`src/design/sqvs_pkg.sv`:
```
// sqvs_pkg: shared types, constants and the sine table function for the sprite
// quad vertex setup block; no dependencies
`timescale 1ns / 1ps

package sqvs_pkg;

	// numeric widths
	localparam int MW        = 36;   // divider numerator, signed
	localparam int DEN_W     = 18;   // divider denominator
	localparam int Q_W       = 16;   // quotient / output coordinate
	localparam int SIN_W     = 15;   // unsigned Q1.14 table entry
	localparam int DIV_LAT   = Q_W + 1;

	// angle constants, sixteenths of a degree
	localparam int FULL_TURN    = 5760;
	localparam int QUARTER_TURN = 1440;

	// quarter turn / 1440 = (n >> 5) / 45, done as multiply by reciprocal
	localparam int RECIP_SHIFT = 25;
	localparam int RECIP_W     = 20;
	localparam logic [RECIP_W-1:0] RECIP45 = RECIP_W'((2**RECIP_SHIFT + 44) / 45);

	// pi/2 in Q28
	localparam longint unsigned HALF_PI_Q28 = 64'd421657428;

	// configuration register indexes
	localparam logic [7:0] REG_VIEWPORT_W = 8'd0;
	localparam logic [7:0] REG_VIEWPORT_H = 8'd1;
	localparam logic [7:0] REG_TEXTURE_W  = 8'd2;
	localparam logic [7:0] REG_TEXTURE_H  = 8'd3;

	typedef struct packed {
		logic signed [15:0] pos_x;
		logic signed [15:0] pos_y;
		logic [15:0]        size_w;
		logic [15:0]        size_h;
		logic [12:0]        angle;
		logic [12:0]        tex_x;
		logic [12:0]        tex_y;
		logic [12:0]        tex_w;
		logic [12:0]        tex_h;
	} sprite_t;

	typedef struct packed {
		logic [1:0]         corner;
		logic signed [15:0] ndc_x;
		logic signed [15:0] ndc_y;
		logic [15:0]        tex_u;
		logic [15:0]        tex_v;
		logic               last;
	} vertex_t;

	typedef struct packed {
		logic [7:0]  index;
		logic [13:0] wdata;
	} cfg_write_t;

	// effective sizes, zero already replaced by one
	typedef struct packed {
		logic [13:0] vw;
		logic [13:0] vh;
		logic [13:0] tw;
		logic [13:0] th;
	} cfg_t;

	// sprite centre in half-pixel units, sizes and texel edges
	typedef struct packed {
		logic signed [17:0] cx;
		logic signed [17:0] cy;
		logic [15:0]        sw;
		logic [15:0]        sh;
		logic [13:0]        tx0;
		logic [13:0]        tx1;
		logic [13:0]        ty0;
		logic [13:0]        ty1;
	} geo_t;

	// one classified sprite handed from front to back
	typedef struct packed {
		geo_t               geo;
		logic signed [15:0] sn;
		logic signed [15:0] cs;
	} setup_t;

	// sine of a Q28 angle by Taylor series to the 13th power, rounded to Q14
	function automatic logic [SIN_W-1:0] sine_from_x(input longint unsigned x);
		longint unsigned x2;
		longint unsigned term;
		longint unsigned sum;
		x2   = (x * x) >> 28;
		term = x;
		sum  = x;
		term = ((term * x2) >> 28) / 6;
		sum  = (sum >= term) ? sum - term : 64'd0;
		term = ((term * x2) >> 28) / 20;
		sum  = sum + term;
		term = ((term * x2) >> 28) / 42;
		sum  = (sum >= term) ? sum - term : 64'd0;
		term = ((term * x2) >> 28) / 72;
		sum  = sum + term;
		term = ((term * x2) >> 28) / 110;
		sum  = (sum >= term) ? sum - term : 64'd0;
		term = ((term * x2) >> 28) / 156;
		sum  = sum + term;
		sum  = (sum + 64'd8192) >> 14;
		if (sum > 64'd16384) begin
			sum = 64'd16384;
		end
		return SIN_W'(sum);
	endfunction

endpackage

```
`src/design/sqvs_stream_if.sv`:
```
// sqvs_stream_if: valid/ready channel with a typed payload
// no dependencies; payload type set per instance
`timescale 1ns / 1ps

interface sqvs_stream_if #(parameter type payload_t = logic);
	logic     valid;
	logic     ready;
	payload_t data;

	modport source (output valid, output data, input ready);
	modport sink (input valid, input data, output ready);
endinterface

```
`src/design/sqvs_fifo.sv`:
```
// sqvs_fifo: small register queue between the front and back parts
// depends on nothing but its type parameter
`timescale 1ns / 1ps

module sqvs_fifo #(
	parameter int  DEPTH = 4,
	parameter type T     = logic
) (
	input  logic clk,
	input  logic arst_n,
	input  logic push,
	input  T     push_data,
	output logic full,
	input  logic pop,
	output T     pop_data,
	output logic empty
);
	localparam int PTR_W = (DEPTH > 1) ? $clog2(DEPTH) : 1;
	localparam int CNT_W = $clog2(DEPTH + 1);

	T                 mem_q [DEPTH];
	logic [PTR_W-1:0] wr_ptr_q;
	logic [PTR_W-1:0] rd_ptr_q;
	logic [CNT_W-1:0] count_q;
	logic             do_push;
	logic             do_pop;

	assign full     = (count_q == CNT_W'(DEPTH));
	assign empty    = (count_q == '0);
	assign do_push  = push && !full;
	assign do_pop   = pop && !empty;
	assign pop_data = mem_q[rd_ptr_q];

	// pointers and fill count
	always_ff @(posedge clk or negedge arst_n) begin
		if (!arst_n) begin
			wr_ptr_q <= '0;
			rd_ptr_q <= '0;
			count_q  <= '0;
		end else begin
			if (do_push) begin
				wr_ptr_q <= (wr_ptr_q == PTR_W'(DEPTH - 1)) ? '0 : wr_ptr_q + 1'b1;
			end
			if (do_pop) begin
				rd_ptr_q <= (rd_ptr_q == PTR_W'(DEPTH - 1)) ? '0 : rd_ptr_q + 1'b1;
			end
			if (do_push && !do_pop) begin
				count_q <= count_q + 1'b1;
			end else if (do_pop && !do_push) begin
				count_q <= count_q - 1'b1;
			end
		end
	end

	// storage
	always_ff @(posedge clk) begin
		if (do_push) begin
			mem_q[wr_ptr_q] <= push_data;
		end
	end
endmodule

```
`src/design/sqvs_front.sv`:
```
// sqvs_front: accepts sprites, reduces the angle, looks up sine and cosine
// and forms the centre; depends on sqvs_pkg
`timescale 1ns / 1ps

module sqvs_front #(
	parameter int SINE_TABLE_DEPTH = 1024
) (
	input  logic              clk,
	input  logic              arst_n,
	input  logic              in_valid,
	output logic              in_ready,
	input  sqvs_pkg::sprite_t in_data,
	output logic              push,
	output sqvs_pkg::setup_t  push_data,
	input  logic              full
);
	import sqvs_pkg::*;

	localparam int IDX_W = $clog2(SINE_TABLE_DEPTH + 1);
	localparam int N_W   = $clog2(QUARTER_TURN * SINE_TABLE_DEPTH + 721);
	localparam int M_W   = N_W - 5;
	localparam int P_W   = M_W + RECIP_W;
	localparam logic [IDX_W-1:0] TOP_IDX = IDX_W'(SINE_TABLE_DEPTH);

	// quarter-wave sine table
	logic [SIN_W-1:0] sine_rom [SINE_TABLE_DEPTH + 1];
	for (genvar k = 0; k <= SINE_TABLE_DEPTH; k++) begin : g_rom
		localparam longint unsigned XK =
			(longint'(k) * HALF_PI_Q28) / SINE_TABLE_DEPTH;
		assign sine_rom[k] = sine_from_x(XK);
	end

	logic             adv;
	logic             v_s1, v_s2, v_s3, v_s4;
	geo_t             geo_in, geo_s1, geo_s2, geo_s3, geo_s4;
	logic [12:0]      a_red;
	logic [1:0]       quad;
	logic [10:0]      rest;
	logic [1:0]       quad_s1, quad_s2, quad_s3, quad_s4;
	logic [10:0]      rest_s1;
	logic [N_W-1:0]   n_s2;
	logic [P_W-1:0]   prod;
	logic [IDX_W-1:0] idx_s3;
	logic [SIN_W-1:0] s0_s4, c0_s4;
	logic [SIN_W-1:0] sin_mag, cos_mag;
	logic [15:0]      sin_pos, cos_pos;

	// the four stages move together, held while the last stage holds a sprite and the queue is full
	assign adv      = !v_s4 || !full;
	assign in_ready = adv;
	assign push     = v_s4 && !full;

	// angle reduction to quadrant and rest
	always_comb begin
		a_red = (in_data.angle >= 13'(FULL_TURN)) ?
			in_data.angle - 13'(FULL_TURN) : in_data.angle;
		if (a_red >= 13'(3 * QUARTER_TURN)) begin
			quad = 2'd3;
			rest = 11'(a_red - 13'(3 * QUARTER_TURN));
		end else if (a_red >= 13'(2 * QUARTER_TURN)) begin
			quad = 2'd2;
			rest = 11'(a_red - 13'(2 * QUARTER_TURN));
		end else if (a_red >= 13'(QUARTER_TURN)) begin
			quad = 2'd1;
			rest = 11'(a_red - 13'(QUARTER_TURN));
		end else begin
			quad = 2'd0;
			rest = a_red[10:0];
		end
	end

	// centre and texel edges
	always_comb begin
		geo_in.cx  = {in_data.pos_x[15], in_data.pos_x, 1'b0} + {2'b00, in_data.size_w};
		geo_in.cy  = {in_data.pos_y[15], in_data.pos_y, 1'b0} + {2'b00, in_data.size_h};
		geo_in.sw  = in_data.size_w;
		geo_in.sh  = in_data.size_h;
		geo_in.tx0 = {1'b0, in_data.tex_x};
		geo_in.tx1 = {1'b0, in_data.tex_x} + {1'b0, in_data.tex_w};
		geo_in.ty0 = {1'b0, in_data.tex_y};
		geo_in.ty1 = {1'b0, in_data.tex_y} + {1'b0, in_data.tex_h};
	end

	// table index: (rest * depth + 720) / 1440 by reciprocal of 45
	assign prod = P_W'(n_s2[N_W-1:5]) * P_W'(RECIP45);

	// stage valids
	always_ff @(posedge clk or negedge arst_n) begin
		if (!arst_n) begin
			v_s1 <= 1'b0;
			v_s2 <= 1'b0;
			v_s3 <= 1'b0;
			v_s4 <= 1'b0;
		end else if (adv) begin
			v_s1 <= in_valid;
			v_s2 <= v_s1;
			v_s3 <= v_s2;
			v_s4 <= v_s3;
		end
	end

	// stage payload and table read
	always_ff @(posedge clk) begin
		if (adv) begin
			geo_s1  <= geo_in;
			quad_s1 <= quad;
			rest_s1 <= rest;
			geo_s2  <= geo_s1;
			quad_s2 <= quad_s1;
			n_s2    <= N_W'(32'(rest_s1) * 32'(SINE_TABLE_DEPTH) + 32'd720);
			geo_s3  <= geo_s2;
			quad_s3 <= quad_s2;
			idx_s3  <= prod[RECIP_SHIFT +: IDX_W];
			geo_s4  <= geo_s3;
			quad_s4 <= quad_s3;
			s0_s4   <= sine_rom[idx_s3];
			c0_s4   <= sine_rom[TOP_IDX - idx_s3];
		end
	end

	// quadrant folding: odd quadrants swap, sign per quadrant
	always_comb begin
		sin_mag = quad_s4[0] ? c0_s4 : s0_s4;
		cos_mag = quad_s4[0] ? s0_s4 : c0_s4;
		sin_pos = {1'b0, sin_mag};
		cos_pos = {1'b0, cos_mag};
		push_data.geo = geo_s4;
		push_data.sn  = quad_s4[1] ? 16'(-sin_pos) : sin_pos;
		push_data.cs  = (quad_s4[1] ^ quad_s4[0]) ? 16'(-cos_pos) : cos_pos;
	end
endmodule

```
`src/design/sqvs_div.sv`:
```
// sqvs_div: pipelined restoring divider, one quotient bit per stage,
// saturating the quotient to [0, 2^16-1]; depends on sqvs_pkg
`timescale 1ns / 1ps

module sqvs_div (
	input  logic                          clk,
	input  logic                          en,
	input  logic signed [sqvs_pkg::MW-1:0] num,
	input  logic [sqvs_pkg::DEN_W-1:0]    den,
	output logic [sqvs_pkg::Q_W-1:0]      quo
);
	import sqvs_pkg::*;

	localparam int REM_W = DEN_W + Q_W;

	logic [REM_W-1:0] rem_s [Q_W];
	logic [Q_W-1:0]   quo_s [Q_W + 1];
	logic             neg_s [Q_W + 1];
	logic             big_s [Q_W + 1];
	logic [MW-1:0]    den_top;

	assign den_top = MW'(den) << Q_W;

	// entry stage: range check against the full quotient span
	always_ff @(posedge clk) begin
		if (en) begin
			neg_s[0] <= num[MW-1];
			big_s[0] <= !num[MW-1] && ($unsigned(num) >= den_top);
			rem_s[0] <= REM_W'(num);
			quo_s[0] <= '0;
		end
	end

	// one trial subtract per stage, msb first
	for (genvar i = 1; i <= Q_W; i++) begin : g_step
		logic [REM_W-1:0] trial;
		logic             fit;
		assign trial = REM_W'(den) << (Q_W - i);
		assign fit   = (rem_s[i-1] >= trial);

		always_ff @(posedge clk) begin
			if (en) begin
				neg_s[i] <= neg_s[i-1];
				big_s[i] <= big_s[i-1];
				quo_s[i] <= fit ? (quo_s[i-1] | (Q_W'(1) << (Q_W - i))) : quo_s[i-1];
			end
		end

		if (i < Q_W) begin : g_rem
			always_ff @(posedge clk) begin
				if (en) begin
					rem_s[i] <= fit ? rem_s[i-1] - trial : rem_s[i-1];
				end
			end
		end
	end

	// saturation
	assign quo = neg_s[Q_W] ? '0 : (big_s[Q_W] ? '1 : quo_s[Q_W]);
endmodule

```
`src/design/sqvs_back.sv`:
```
// sqvs_back: expands a sprite into four corners, rotates and maps them,
// divides through four divider pipelines; depends on sqvs_pkg, sqvs_div
`timescale 1ns / 1ps

module sqvs_back (
	input  logic              clk,
	input  logic              arst_n,
	input  sqvs_pkg::cfg_t    cfg,
	input  logic              empty,
	input  sqvs_pkg::setup_t  head,
	output logic              pop,
	output logic              out_valid,
	input  logic              out_ready,
	output sqvs_pkg::vertex_t out_data
);
	import sqvs_pkg::*;

	logic                 en;
	logic                 issue;
	logic [1:0]           k_q;
	logic signed [16:0]   dx, dy;
	logic                 v_b1, v_b2;
	logic [1:0]           k_b1, k_b2;
	logic signed [32:0]   p_cdx_b1, p_sdy_b1, p_sdx_b1, p_cdy_b1;
	logic signed [17:0]   cx_b1, cy_b1;
	logic [13:0]          tu_b1, tv_b1;
	logic signed [MW-1:0] x_pos, y_pos, off_x, off_y, u_num, v_num;
	logic signed [MW-1:0] mx_b2, my_b2, mu_b2, mv_b2;
	logic [DEN_W-1:0]     den_x, den_y, den_u, den_v;
	logic                 v_d [DIV_LAT];
	logic [1:0]           k_d [DIV_LAT];
	logic [Q_W-1:0]       qx, qy, qu, qv;
	logic                 out_valid_q;
	vertex_t              out_q;

	// whole back pipeline moves when the output register is free or taken
	assign en        = !out_valid_q || out_ready;
	assign issue     = en && !empty;
	assign pop       = issue && (k_q == 2'd3);
	assign out_valid = out_valid_q;
	assign out_data  = out_q;

	// corner offsets
	always_comb begin
		dx = k_q[0] ? signed'({1'b0, head.geo.sw}) : -signed'({1'b0, head.geo.sw});
		dy = k_q[1] ? signed'({1'b0, head.geo.sh}) : -signed'({1'b0, head.geo.sh});
	end

	// mapping offsets and divisors from configuration
	always_comb begin
		off_x = signed'((MW'(cfg.vw) << 18) + (MW'(cfg.vw) << 3));
		off_y = signed'((MW'(cfg.vh) << 19) + (MW'(cfg.vh) << 18) +
			(MW'(cfg.vh) << 3) - MW'(1));
		den_x = {cfg.vw, 4'b0000};
		den_y = {cfg.vh, 4'b0000};
		den_u = {4'b0000, cfg.tw};
		den_v = {4'b0000, cfg.th};
	end

	// rotated positions and texture numerators
	always_comb begin
		x_pos = (MW'(cx_b1) <<< 14) + MW'(p_cdx_b1) - MW'(p_sdy_b1);
		y_pos = (MW'(cy_b1) <<< 14) + MW'(p_sdx_b1) + MW'(p_cdy_b1);
		u_num = signed'((MW'(tu_b1) << 14) + MW'(cfg.tw >> 1));
		v_num = signed'((MW'(tv_b1) << 14) + MW'(cfg.th >> 1));
	end

	// corner counter and pipeline valids
	always_ff @(posedge clk or negedge arst_n) begin
		if (!arst_n) begin
			k_q         <= 2'd0;
			v_b1        <= 1'b0;
			v_b2        <= 1'b0;
			out_valid_q <= 1'b0;
			for (int i = 0; i < DIV_LAT; i++) begin
				v_d[i] <= 1'b0;
			end
		end else if (en) begin
			if (issue) begin
				k_q <= k_q + 2'd1;
			end
			v_b1 <= issue;
			v_b2 <= v_b1;
			v_d[0] <= v_b2;
			for (int i = 1; i < DIV_LAT; i++) begin
				v_d[i] <= v_d[i-1];
			end
			out_valid_q <= v_d[DIV_LAT-1];
		end
	end

	// products, numerators and corner tags
	always_ff @(posedge clk) begin
		if (en) begin
			k_b1     <= k_q;
			p_cdx_b1 <= head.cs * dx;
			p_sdy_b1 <= head.sn * dy;
			p_sdx_b1 <= head.sn * dx;
			p_cdy_b1 <= head.cs * dy;
			cx_b1    <= head.geo.cx;
			cy_b1    <= head.geo.cy;
			tu_b1    <= k_q[0] ? head.geo.tx1 : head.geo.tx0;
			tv_b1    <= k_q[1] ? head.geo.ty1 : head.geo.ty0;
			k_b2     <= k_b1;
			mx_b2    <= x_pos + off_x;
			my_b2    <= off_y - y_pos;
			mu_b2    <= u_num;
			mv_b2    <= v_num;
			k_d[0]   <= k_b2;
			for (int i = 1; i < DIV_LAT; i++) begin
				k_d[i] <= k_d[i-1];
			end
			out_q.corner <= k_d[DIV_LAT-1];
			out_q.ndc_x  <= signed'(qx ^ 16'h8000);
			out_q.ndc_y  <= signed'(qy ^ 16'h8000);
			out_q.tex_u  <= qu;
			out_q.tex_v  <= qv;
			out_q.last   <= (k_d[DIV_LAT-1] == 2'd3);
		end
	end

	// divider pipelines
	sqvs_div u_div_x (.clk(clk), .en(en), .num(mx_b2), .den(den_x), .quo(qx));
	sqvs_div u_div_y (.clk(clk), .en(en), .num(my_b2), .den(den_y), .quo(qy));
	sqvs_div u_div_u (.clk(clk), .en(en), .num(mu_b2), .den(den_u), .quo(qu));
	sqvs_div u_div_v (.clk(clk), .en(en), .num(mv_b2), .den(den_v), .quo(qv));
endmodule

```
`src/design/sprite_quad_vertex_setup.sv`:
```
// sprite_quad_vertex_setup: rotated sprite to four device-space vertices
// depends on sqvs_pkg, sqvs_stream_if, sqvs_fifo, sqvs_front, sqvs_back
//
// Channels: sprite (sink, sprite_t) takes one sprite per transfer; vertex
// (source, vertex_t) gives its four corners in strip order top-left,
// top-right, bottom-left, bottom-right, last set on the fourth; cfg (sink,
// cfg_write_t) writes viewport_width/height, texture_width/height by index.
// cfg is always ready; write it only while no sprite is in flight.
// Throughput: one vertex per cycle while the vertex receiver is ready and a
// sprite is queued, set by four corner issues per sprite into the shared
// rotation and divider pipelines. Path from sprite transfer to first vertex:
// 4 front stages (angle, index, table read), the queue, 2 rotation stages,
// 17 divider stages and the output register.
// Reset clears all valids, the queue and the corner counter, and loads the
// registers with 1920, 1080, 256, 256.
// A stalled vertex receiver freezes the back pipeline; the queue then fills
// and the sprite channel drops ready.
`timescale 1ns / 1ps

module sprite_quad_vertex_setup #(
	parameter int SINE_TABLE_DEPTH = 1024
) (
	input logic          clk,
	input logic          arst_n,
	sqvs_stream_if.sink   sprite,
	sqvs_stream_if.source vertex,
	sqvs_stream_if.sink   cfg
);
	import sqvs_pkg::*;

	logic [13:0]   vw_q, vh_q, tw_q, th_q;
	cfg_t          cfg_eff;
	cfg_write_t    cfg_wr;
	sprite_t       sprite_data;
	vertex_t       vertex_data;
	setup_t        push_data, head;
	logic          push, full, pop, empty;

	assign cfg.ready    = 1'b1;
	assign cfg_wr       = cfg.data;
	assign sprite_data  = sprite.data;
	assign vertex.data  = vertex_data;

	// configuration registers
	always_ff @(posedge clk or negedge arst_n) begin
		if (!arst_n) begin
			vw_q <= 14'd1920;
			vh_q <= 14'd1080;
			tw_q <= 14'd256;
			th_q <= 14'd256;
		end else if (cfg.valid) begin
			unique case (cfg_wr.index)
				REG_VIEWPORT_W: vw_q <= cfg_wr.wdata;
				REG_VIEWPORT_H: vh_q <= cfg_wr.wdata;
				REG_TEXTURE_W:  tw_q <= cfg_wr.wdata;
				REG_TEXTURE_H:  th_q <= cfg_wr.wdata;
				default: ;
			endcase
		end
	end

	// zero size used as one
	always_comb begin
		cfg_eff.vw = (vw_q == '0) ? 14'd1 : vw_q;
		cfg_eff.vh = (vh_q == '0) ? 14'd1 : vh_q;
		cfg_eff.tw = (tw_q == '0) ? 14'd1 : tw_q;
		cfg_eff.th = (th_q == '0) ? 14'd1 : th_q;
	end

	sqvs_front #(
		.SINE_TABLE_DEPTH(SINE_TABLE_DEPTH)
	) u_front (
		.clk      (clk),
		.arst_n   (arst_n),
		.in_valid (sprite.valid),
		.in_ready (sprite.ready),
		.in_data  (sprite_data),
		.push     (push),
		.push_data(push_data),
		.full     (full)
	);

	sqvs_fifo #(
		.DEPTH(4),
		.T    (setup_t)
	) u_fifo (
		.clk      (clk),
		.arst_n   (arst_n),
		.push     (push),
		.push_data(push_data),
		.full     (full),
		.pop      (pop),
		.pop_data (head),
		.empty    (empty)
	);

	sqvs_back u_back (
		.clk      (clk),
		.arst_n   (arst_n),
		.cfg      (cfg_eff),
		.empty    (empty),
		.head     (head),
		.pop      (pop),
		.out_valid(vertex.valid),
		.out_ready(vertex.ready),
		.out_data (vertex_data)
	);
endmodule

```
`src/flat_wrapper.sv`:
```
// flat-port wrapper written by rule: the top's interface ports become plain ports
module sprite_quad_vertex_setup_flat import sqvs_pkg::*;
#(
	parameter int SINE_TABLE_DEPTH = 1024
)
  (clk, arst_n, sprite_valid, sprite_data, sprite_ready, vertex_valid, vertex_data, vertex_ready, cfg_valid, cfg_data, cfg_ready);
  sqvs_stream_if sprite_i ();
  sqvs_stream_if vertex_i ();
  sqvs_stream_if cfg_i ();
  input logic clk;
  input logic arst_n;
  input wire logic [$bits(sprite_i.valid)-1:0] sprite_valid;
  input wire logic [$bits(sprite_i.data)-1:0] sprite_data;
  output wire logic [$bits(sprite_i.ready)-1:0] sprite_ready;
  output wire logic [$bits(vertex_i.valid)-1:0] vertex_valid;
  output wire logic [$bits(vertex_i.data)-1:0] vertex_data;
  input wire logic [$bits(vertex_i.ready)-1:0] vertex_ready;
  input wire logic [$bits(cfg_i.valid)-1:0] cfg_valid;
  input wire logic [$bits(cfg_i.data)-1:0] cfg_data;
  output wire logic [$bits(cfg_i.ready)-1:0] cfg_ready;
  assign sprite_i.valid = sprite_valid;
  assign sprite_i.data = sprite_data;
  assign sprite_ready = sprite_i.ready;
  assign vertex_valid = vertex_i.valid;
  assign vertex_data = vertex_i.data;
  assign vertex_i.ready = vertex_ready;
  assign cfg_i.valid = cfg_valid;
  assign cfg_i.data = cfg_data;
  assign cfg_ready = cfg_i.ready;
  sprite_quad_vertex_setup #(.SINE_TABLE_DEPTH(SINE_TABLE_DEPTH)) u_core (.clk(clk), .arst_n(arst_n), .sprite(sprite_i), .vertex(vertex_i), .cfg(cfg_i));
endmodule
```
`config.mk`:
```
export PLATFORM = sky130hd
export DESIGN_NAME = sprite_quad_vertex_setup_flat
export DESIGN_NICKNAME = d
export VERILOG_FILES = /design/src/design/sqvs_pkg.sv /design/src/design/sqvs_stream_if.sv /design/src/design/sqvs_fifo.sv /design/src/design/sqvs_front.sv /design/src/design/sqvs_div.sv /design/src/design/sqvs_back.sv /design/src/design/sprite_quad_vertex_setup.sv /design/src/flat_wrapper.sv
export SDC_FILE = /design/constraint.sdc
export NUM_CORES = 1
export LEC_CHECK = 0
export BUFFER_PORTS_ARGS = -buffer_cell sky130_fd_sc_hd__clkbuf_2
export CAP_MARGIN = 20
export CORE_UTILIZATION = 30
export CTS_BUF_LIST = sky130_fd_sc_hd__clkbuf_8
export DETAILED_ROUTE_END_ITERATION = 8
export GPL_ROUTABILITY_DRIVEN = 0
export SLEW_MARGIN = 10
export SYNTH_ARGS = -nofsm -noshare
export SYNTH_HDL_FRONTEND = slang
export SYNTH_SLANG_ARGS = --single-unit
```
`constraint.sdc`:
```
create_clock -name clk -period 3.5 [get_ports clk]
set_clock_uncertainty 0.15 [all_clocks]
set_input_delay 0 -clock clk [delete_from_list [all_inputs] [get_ports clk]]
set_output_delay 0 -clock clk [all_outputs]
set_load 0.005 [all_outputs]
```
==> summary.md, run 1 <==
| Metric | Value |
|---|---|
| Drt first pass iters | `4` |
| Worst Hold Class | `in -> reg` |
| Leakage | `0.998 nW` |
| Pin count of the biggest net entering global routing | `40` |
| CP Launch Type | `register` |
| Mapped Area | `2370 um^2` |
| Avg Vias per Cell | `4.03` |
| Postcts setup bufs | `0` |
| Cell variety after synth | `23` |
| #FFs+latches synth | `68` |
| Clk buf depth | `2` |
| Vias in the first global route | `1021` |
| Area added between synthesis and finish | `14.5%` |
| Hold path endpoint | `u_core.u_back.v_b1$_DFFE_PN0N_` |
| Boundary Pins | `11` |
| Worst path max stage delay | `0.41 ns` |
| Crit share post-route | `0.657` |
| M2 GR Usage | `0.118` |
| R2R depth | `8` |
| PostCTS Resize Cnt | `0` |
| Post-synth top cells | `edfxtp_1, dfrtp_1, mux2_1` |
| Hold Fails Final Rpt | `0` |
| Peak supply drop | `0.395 mV` |
| Drt drc | `0` |
| Crit path capture type | `register` |
| Worst R2R Start | `u_core.u_back.out_valid$_DFFE_PN0N_` |
| ANT nets after route | `0` |
| Die Y | `90.9 um` |
| DRT iter0 DRCs | `22` |
| RSZ-0062 raised after global routing | `no` |
| Vias | `971` |
| Starting Density | `0.309` |
| GR Layer Usage met1 | `0.0874` |
| Synth Instances | `118` |
| Buffers on Ports | `6` |
| Die area | `8270 um^2` |
| Setup CP Type | `reg -> reg` |
| Register area | `1900 um^2` |
| Reg2reg end | `u_core.u_fifo.count_q[1]$_DFFE_PN0P_` |
| Area of the multi-input gates | `430 um^2` |
| Final WS setup | `1.20 ns` |
| Slew HR | `0.488` |
| Die span in x | `90.9 um` |
| CP arrival | `2.37 ns` |
| CP max stage cell | `fa_1` |
| Period minus WS final | `2.30 ns` |
| Row Count | `32` |
| Placement Setup Slack | `1.19 ns` |
| Post-synth EDFFs | `39` |
| Synth Net Count | `128` |
| Count of pins over their slew limit | `0` |
| Clock Latency Late Sink | `0.33 ns` |
| Hold path depth | `4` |
| PwrDens | `842 nW/um^2` |
| Status | `finished, final reports clean` |
| Post-cts hold buffer count | `2` |
| Core area | `7690 um^2` |
| Gr ovfl total | `0` |
| Most numerous cell in the Yosys netlist | `edfxtp_1` |
| Max-cap violations | `0` |
| Synth top area cells | `edfxtp_1, dfrtp_1, mux2_1, mux2_4, xor2_1` |
| Hold_sp | `vertex_ready` |
| Diodes inserted | `0` |
| Worst-margin pin slew | `0.767 ns` |
| CTS buffer count | `9` |
| Mapped Avg Cell Area | `20.1 um^2` |
| Total wire length | `2840 um` |
| Antenna violations before repair | `0` |
| CTS Root Cell | `clkbuf_8` |
| Leading area contributor after synthesis | `edfxtp_1` |
| Routed len/inst | `11.8 um` |
| Clock sink total | `68` |
| Main synth FF type | `edfxtp_1` |
| CTS tree | `yes` |
| First-pass GRT wire length | `4790 um` |
| Ys Warns | `0` |
| Final nets | `144` |
| Ys async rst share | `0.426` |
| Final setup violation count | `0` |
| Setup tns final | `0 ns` |
| CP Cell Sequence | `nor2b_2 > buf_4 > nor2_2 > nand2_1 > ha_1 > inv_1 > fa_1 > mux2_1` |
| Fmax | `435 MHz` |
| GR peak layer | `met2` |
| Reg clk slew, reported paths | `0.07 ns` |
| GRT Util Overall | `0.0798` |
| Crit Path Max Fanout | `22` |
| Final HPWL DP | `1690 um` |
| Share of cells above drive strength 1 | `0.216` |
| Fill cell count | `735` |
| Post-synthesis sequential area ratio | `0.800` |
| Register-to-register setup slack | `1.20 ns` |
| Htree depth | `3` |
| Post-synth top area share | `0.494` |
| GR Util met3 | `0.0455` |
| CP Data Required Time | `3.57 ns` |
[placed cells by master (no fill, tap or decap), types with 2 or more instances in the layout]
cell | Yosys | layout
clkbuf_2 | 0 | 6
edfxtp_1 | 39 | 39
inv_1 | 1 | 2
clkinvlp_4 | 0 | 2
ha_1 | 2 | 2
clkinv_2 | 0 | 2
mux2_1 | 20 | 20
dfrtp_1 | 29 | 29
mux2_4 | 3 | 3
clkbuf_8 | 0 | 9
inv_2 | 2 | 2
xor2_1 | 3 | 3
or2_1 | 2 | 2
nor2_1 | 2 | 2
dlygate4sd3_1 | 0 | 2
[cell families (layout without fill, tap and decap cells)]
group,Yosys count,count (layout),synth area share
other,1,1,0.00158
buffers and inverters,7,28,0.0190
AO/OA/AOI/OAI,2,2,0.00633
AND/OR/NAND/NOR,10,10,0.0258
multiplexers,23,23,0.114
adder cells (fa/ha/maj),3,3,0.0190
flip-flops,68,68,0.800
XOR/XNOR,4,4,0.0148
[through the flow]
step / cells / hold slack, ns / instance area, um^2 / power [W] / util
2_1_floorplan: 118 / -0.446 / 2370 / 0.00158 / -
3_3_place_gp: 223 / -0.101 / 2500 / 0.00164 / 0.326
5_1_grt: 241 / 0.0715 / 2720 / 0.00243 / 0.353
3_5_place_dp: 223 / -0.0710 / 2500 / 0.00170 / 0.326
4_1_cts: 241 / 0.0531 / 2720 / 0.00233 / 0.353
6_report: 241 / 0.0750 / 2720 / 0.00229 / 0.353
[where the power goes]
group	internal [W]	switching (W)
Sequential	0.00117	0.000124
Combinational	0.000197	0.000189
Clock	0.000326	0.000284
[final cells by class]
cell class                 instances  area share
clock buffer                       9      0.0456
clock inverter                     7      0.0249
inverter                           3     0.00415
multi-input combinational         43       0.159
sequential                        68       0.699
tap                              102      0.0470
timing repair buffer               9      0.0212
[critical path: cells and delay by family, from the launching register on]
family	cells	cell delay, ns
buffers and inverters	2	0.29
muxes	1	0.29
DFF	1	0.37
and+or+nand+nor	3	0.46
adders and majority gates	2	0.61
[sequential cells by signal, summed over array words and instances (netlist names)]
register / count
u_core.u_back.k_q: 2
u_core.u_back.k_b2: 2
u_core.u_back.v_d: 17
u_core.u_back.k_b1: 2
u_core.u_back.out_data: 1
u_core.u_back.k_d: 34
u_core.u_back.v_b1: 1
u_core.u_front.v_s2: 1
u_core.u_back.v_b2: 1
u_core.u_back.out_valid: 1
u_core.u_front.v_s3: 1
u_core.u_front.v_s1: 1
u_core.u_fifo.count_q: 3
u_core.u_front.v_s4: 1
[metal layers]
| metal | wire length (um) | up-vias | part of all wire |
|---|---|---|---|
| li1 | - | 449 | - |
| met1 | 1280 | 501 | 0.45 |
| met2 | 1390 | 15 | 0.49 |
| met3 | 109 | 6 | 0.038 |
| met4 | 53 | 0 | 0.019 |
| met5 | 0 | - | 0 |
[worst max path at each step]
stage	from	end	slack [ns]
global placement	u_core.u_back.out_valid$_DFFE_PN0N_	u_core.u_fifo.count_q[1]$_DFFE_PN0P_	1.27
detailed placement	u_core.u_back.out_valid$_DFFE_PN0N_	u_core.u_fifo.count_q[1]$_DFFE_PN0P_	1.19
global route	u_core.u_back.out_valid$_DFFE_PN0N_	u_core.u_fifo.count_q[2]$_DFFE_PN0P_	1.07
floorplan	u_core.u_back.out_valid$_DFFE_PN0N_	u_core.u_fifo.count_q[1]$_DFFE_PN0P_	1.52
finish	u_core.u_back.out_valid$_DFFE_PN0N_	u_core.u_fifo.count_q[1]$_DFFE_PN0P_	1.20
CTS	u_core.u_back.out_valid$_DFFE_PN0N_	u_core.u_fifo.count_q[1]$_DFFE_PN0P_	1.18
No activity file was read; power rests on OpenSTA's default activity.
==> inputs of run 2 (changes only) <==
--- a/config.mk
+++ b/config.mk
@@ -5,6 +5,7 @@
 export SDC_FILE = /design/constraint.sdc
 export NUM_CORES = 1
 export LEC_CHECK = 0
+export ABC_AREA = 1
 export BUFFER_PORTS_ARGS = -buffer_cell sky130_fd_sc_hd__clkbuf_2
 export CAP_MARGIN = 20
 export CORE_UTILIZATION = 30
==> constraint.sdc (replaced) <==
create_clock -name clk -period 1.9 [get_ports clk]
set_clock_uncertainty 0.15 [all_clocks]
set_input_delay 0 -clock clk [delete_from_list [all_inputs] [get_ports clk]]
set_output_delay 0 -clock clk [all_outputs]
set_load 0.005 [all_outputs]
==> run 2 against run 1 <==
Die area rose by 4.0%. Cell area rose by 5.7%. Combinational power rose to 3.0 times the previous value. Largest power group unchanged.
==> summary.md, run 2 <==
| Metric | Value |
|---|---|
| Synth Instances | `176` |
| Die area | `8600 um^2` |
| Crit path capture type | `register` |
| Reg clk slew, reported paths | `0.07 ns` |
| Pin count of the biggest net entering global routing | `63` |
| Routed len/inst | `11.2 um` |
| Overall Power | `0.00501 W` |
| Gr ovfl total | `0` |
| Core area | `7850 um^2` |
| Area of the multi-input gates | `520 um^2` |
| Mapped Avg Cell Area | `14.0 um^2` |
| Commonest non-fill, non-tap cell in the layout | `nand2_1` |
| Cell variety after synth | `21` |
| CP arrival | `1.90 ns` |
| CTS buffer count | `9` |
| Clock Latency Late Sink | `0.33 ns` |
| Largest register FFs | `34` |
| Final Core Density | `0.366` |
| Boundary Pins | `11` |
| Post-synth top cells | `nand2_1, edfxtp_1, dfrtp_1` |
| Ys Warns | `0` |
| Setup CP Type | `reg -> reg` |
| Mapped Area | `2470 um^2` |
| Final setup violation count | `0` |
| ANT nets after route | `0` |
| Most numerous cell in the Yosys netlist | `nand2_1` |
| Post-synthesis sequential area ratio | `0.768` |
| Synth Net Count | `186` |
| Antenna violations before repair | `0` |
| Slew HR | `0.517` |
| Leakage | `1.26 nW` |
| CTS tree | `yes` |
| Row Count | `32` |
| Die span in x | `92.7 um` |
| Max-cap violations | `0` |
| Commonest non-fill, non-tap cells in the layout | `nand2_1, edfxtp_1, dfrtp_1, nand3_1` |
| Area added between synthesis and finish | `16.2%` |
| Worst-margin pin slew | `0.725 ns` |
| Register-to-register setup slack | `0.07 ns` |
| Fmax | `546 MHz` |
| PwrDens | `1750 nW/um^2` |
| Status | `finished, final reports clean` |
| Ys async rst share | `0.426` |
| First-pass GRT wire length | `6040 um` |
| Drt drc | `0` |
| Hold Fails Final Rpt | `0` |
| Total wire length | `3420 um` |
| CP Data Required Time | `1.97 ns` |
| Starting Density | `0.315` |
| Crit share post-route | `0.965` |
| Register area | `1900 um^2` |
| Clock sink total | `68` |
| Htree depth | `3` |
| Final HPWL DP | `1810 um` |
| Non-filler instance count after layout | `304` |
| Clk buf depth | `2` |
| Post-synth top area share | `0.474` |
| Vias | `1290` |
| Diodes inserted | `0` |
| Hold_ws | `0.0998 ns` |
| Crit Path Max Fanout | `4` |
| Worst Hold Class | `in -> async` |
| Final nets | `207` |
| Period minus WS final | `1.83 ns` |
| Peak supply drop | `0.844 mV` |
| Vias in the first global route | `1234` |
| Buffers on Ports | `6` |
| Leading area contributor after synthesis | `edfxtp_1` |
| Cell Area, Placed | `2620 um^2` |
| Synth top area cells | `edfxtp_1, dfrtp_1, nand2_1, nand3_1, buf_6` |
| Count of pins over their slew limit | `0` |
| CP Launch Type | `register` |
| Fill cell count | `787` |
| Post-route cell area | `2870 um^2` |
| Share of cells above drive strength 1 | `0.218` |
| CTS Root Cell | `clkbuf_8` |
| Avg Vias per Cell | `4.24` |
| GRT Util Overall | `0.0943` |
| Biggest regs | `u_core.u_back.k_d x34, u_core.u_back.v_d x17, u_core.u_fifo.count_q x3` |
| #FFs+latches synth | `68` |
| Die Y | `92.7 um` |
| Main synth FF type | `edfxtp_1` |
| Drt first pass iters | `5` |
| Most flop-heavy register | `u_core.u_back.k_d` |
| Placed Cells incl. Taps | `284` |
| Post-synth EDFFs | `39` |
| DRT iter0 DRCs | `132` |
## run 2: per-layer routing
| metal | wire (um) | up-vias | track usage | share of wire |
|---|---|---|---|---|
| met5 | 0 | - | 0 | 0 |
| met2 | 1490 | 18 | 0.121 | 0.44 |
| met4 | 61 | 0 | 0.0474 | 0.018 |
| met3 | 159 | 6 | 0.0501 | 0.047 |
| li1 | - | 635 | - | - |
| met1 | 1710 | 631 | 0.127 | 0.50 |
## run 2: kinds of logic after synthesis
group | share of synthesized area
adder cells (fa/ha/maj) | 0.0182
buffers and inverters | 0.0375
other | 0.00152
AO/OA/AOI/OAI | 0.00507
XOR/XNOR | 0.00355
flip-flops | 0.768
AND/OR/NAND/NOR | 0.166
## run 2: where the power goes
part	switching, W	internal [W]
registers	0.000302	0.00248
logic	0.000674	0.000476
clock network	0.000497	0.000583
total	0.00147	0.00354
## run 2: path summary, 6_finish.rpt
| check | start | to | cells after the start |
|---|---|---|---|
| max in group asynchronous | arst_n | u_core.u_back.v_d[10]$_DFFE_PN0N_ | 2 |
| min reg2reg | u_core.u_back.k_d[1][1]$_DFFE_PN_ | u_core.u_back.k_d[1][3]$_DFFE_PN_ | 0 |
| min | arst_n | u_core.u_back.k_q[0]$_DFFE_PN0P_ | 2 |
| max | u_core.u_fifo.count_q[1]$_DFFE_PN0P_ | u_core.u_fifo.count_q[2]$_DFFE_PN0P_ | 10 |
| min in group clk | sprite_valid | u_core.u_front.v_s1$_DFFE_PN0P_ | 4 |
| max reg2reg | u_core.u_fifo.count_q[1]$_DFFE_PN0P_ | u_core.u_fifo.count_q[2]$_DFFE_PN0P_ | 10 |
## run 2: layout make-up
type,count,share of cell area
Timing Repair Buffer,16,0.0392
Inverter,8,0.0113
Multi-Input combinational cell,94,0.181
Clock buffer,9,0.0432
Clock inverter,7,0.0192
Sequential cell,68,0.661
Tap cell,102,0.0445
## run 2: critical path: stages, from the launching register on
cell and delay [ns]:
dfrtp_1 0.40, nor2_4 0.17, nand2_4 0.08, nand3_2 0.08, ha_4 0.13, inv_2 0.05, fa_2 0.37, inv_1 0.07
nand2_1 0.07, nand4_1 0.09, nand2_1 0.06
## run 2: per-stage QoR
| stage | TNS, ns | setup WS [ns] |
|---|---|---|
| detailed placement | 0 | 0.0509 |
| global placement | 0 | 0.0715 |
| CTS | 0 | 0.0473 |
| global route | -0.0181 | -0.0181 |
| floorplan | -0.0721 | -0.0402 |
| finish | 0 | 0.0670 |
## run 2: timing repair
action / in CTS / in global routing
hold endpoints to repair: 48 / 0
pin swaps: 0 / 3
setup endpoints to repair: 1 / 1
cloned: 0 / 0
buffers inserted: 1 / 0
hold buffers: 3 / 0
resized for setup: 1 / 10
==> inputs of run 3 (changes only) <==
--- a/config.mk
+++ b/config.mk
@@ -12,6 +12,7 @@
 export CTS_BUF_LIST = sky130_fd_sc_hd__clkbuf_8
 export DETAILED_ROUTE_END_ITERATION = 8
 export GPL_ROUTABILITY_DRIVEN = 0
+export REMOVE_ABC_BUFFERS = 1
 export SLEW_MARGIN = 10
 export SYNTH_ARGS = -nofsm -noshare
 export SYNTH_HDL_FRONTEND = slang
==> run 3 against run 2 <==
Die area did not move. Sequential power barely moved. Combinational power fell by 9%. Cell area fell by 0.26%. First-iteration DRC count fell by 31%. Global-route usage fell by 0.25 points. Routed wire length fell by 4.9%. Hold slack got worse by 0.064 ns. Largest cell class unchanged.
==> summary.md, run 3 (synthesis gave the netlist of run 2 again) <==
| Metric | Value |
|---|---|
| GRT Util Overall | `0.0918` |
| Overall Power | `0.00499 W` |
| Boundary Pins | `11` |
| CP Data Required Time | `1.97 ns` |
| Avg Vias per Cell | `4.23` |
| CP Cell Sequence | `nor2_4 > a21boi_0 > ha_1 > inv_2 > fa_2 > nand2_1 > nand2_1` |
| Pin count of the biggest net entering global routing | `63` |
| Biggest regs | `u_core.u_back.k_d x34, u_core.u_back.v_d x17, u_core.u_fifo.count_q x3` |
| Vias in the first global route | `1266` |
| Fill cell count | `768` |
| CTS Root Cell | `clkbuf_8` |
| Final setup violation count | `0` |
| First-pass GRT wire length | `5930 um` |
| Commonest non-fill, non-tap cell in the layout | `nand2_1` |
| Gr ovfl total | `0` |
| Hold Fails Final Rpt | `0` |
| Commonest non-fill, non-tap cells in the layout | `nand2_1, edfxtp_1, dfrtp_1, nand3_1, clkbuf_8` |
| Max-cap violations | `0` |
| Final WS setup | `0.123 ns` |
| Worst-margin pin slew | `0.705 ns` |
| Antenna violations before repair | `0` |
| Clk buf depth | `2` |
| Row Count | `32` |
| CP delay by family, top | `adder cells` |
| Count of pins over their slew limit | `0` |
| Die Y | `92.7 um` |
| Die area | `8600 um^2` |
| Most used cell, CP | `nand2_1` |
| CP arrival | `1.85 ns` |
| Drt first pass iters | `4` |
| Reg clk slew, reported paths | `0.07 ns` |
| Non-filler instance count after layout | `305` |
| Final nets | `208` |
| CTS buffer count | `9` |
| Final HPWL DP | `1850 um` |
| PwrDens | `1740 nW/um^2` |
| Crit path capture type | `register` |
| Fmax | `563 MHz` |
| Diodes inserted | `0` |
| Buffers on Ports | `6` |
| Largest register FFs | `34` |
| Die span in x | `92.7 um` |
| CP Launch Type | `register` |
| Clock Latency Late Sink | `0.33 ns` |
| Starting Density | `0.315` |
| Area added between synthesis and finish | `15.9%` |
| Placed Cells incl. Taps | `286` |
| CP max stage cell | `dfrtp_2` |
| DRT iter0 DRCs | `91` |
| Buffers & Inverters on Critical Path | `1` |
| Total wire length | `3250 um` |
| Setup CP Type | `reg -> reg` |
| Vias | `1291` |
| Crit share post-route | `0.935` |
| Htree depth | `3` |
| CTS tree | `yes` |
| Peak supply drop | `0.871 mV` |
| Share of cells above drive strength 1 | `0.217` |
| Most flop-heavy register | `u_core.u_back.k_d` |
| Area of the multi-input gates | `484 um^2` |
| Slew HR | `0.530` |
| Register area | `1900 um^2` |
| Crit Path Max Fanout | `3` |
| Clock sink total | `68` |
| Routed len/inst | `10.7 um` |
| Core area | `7850 um^2` |
| RSZ-0062 raised after global routing | `no` |
| Status | `finished, final reports clean` |
| Placement Setup Slack | `0.0684 ns` |
| Worst path max stage delay | `0.43 ns` |
| Leakage | `1.24 nW` |
| ANT nets after route | `0` |
| Period minus WS final | `1.78 ns` |
| Setup tns final | `0 ns` |
| Drt drc | `0` |
| Worst Hold Class | `in -> reg` |
run 3: cell count changes in the layout (fill, tap and decap cells not counted), moves of 2 or more:
cell | before | now
nand3_2 | 3 | 1
nand3_1 | 19 | 21
buf_4 | 7 | 9
ha_1 | 0 | 2
clkinv_4 | 0 | 2
inv_1 | 9 | 5
run 3: worst paths after layout:
check | start | endpoint | slack [ns] | cells after the start
min | vertex_ready | u_core.u_back.v_d[11]$_DFFE_PN0N_ | 0.04 | 5
max reg2reg | u_core.u_fifo.count_q[1]$_DFFE_PN0P_ | u_core.u_fifo.count_q[1]$_DFFE_PN0P_ | 0.12 | 7
max in group asynchronous | arst_n | u_core.u_fifo.count_q[1]$_DFFE_PN0P_ | 1.01 | 2
min in group asynchronous | arst_n | u_core.u_back.k_q[1]$_DFFE_PN0P_ | 0.09 | 2
max | u_core.u_fifo.count_q[1]$_DFFE_PN0P_ | u_core.u_fifo.count_q[1]$_DFFE_PN0P_ | 0.12 | 7
min reg2reg | u_core.u_back.k_d[1][11]$_DFFE_PN_ | u_core.u_back.k_d[1][13]$_DFFE_PN_ | 0.27 | 0
run 3: stage by stage:
step                      area, um^2  hold slack, ns  utilization
final                           2860          0.0360        0.365
after global routing            2860          0.0197        0.365
after CTS                       2850          0.0195        0.363
after detailed placement        2630         -0.0573        0.335
after global placement          2630         -0.0573        0.335
after floorplan                 2410          -0.446            -
run 3: what timing repair did:
item | CTS | global route
hold buffers | 2 | 0
buffers inserted | 0 | 1
endpoints found under the hold margin | 30 | 0
gates resized for setup | 0 | 4
setup endpoints to repair | 0 | 1
run 3: metal layers:
layer,vias to the layer above,share of wire,global-route usage
li1,638,-,-
met3,4,0.052,0.0517
met5,-,0,0
met4,0,0.0089,0.0346
met1,626,0.50,0.122
met2,23,0.44,0.123
run 3: where the power goes:
group | switching (W) | internal (W)
sequential | 0.000296 | 0.00248
combinational | 0.000619 | 0.000434
clock | 0.000526 | 0.000639
total | 0.00144 | 0.00355
run 3: area by class of cell:
cell class,count,share of cell area
timing repair buffer,17,0.0411
sequential,68,0.663
clock buffer,10,0.0481
tap,102,0.0446
multi-input combinational,94,0.169
inverter,8,0.0114
clock inverter,6,0.0223
run 3: worst min-delay path, stage by stage:
cell and delay, ns:
clkbuf_2 0.11, inv_4 0.05, buf_4 0.19, nand3_1 0.08, nand2_1 0.05
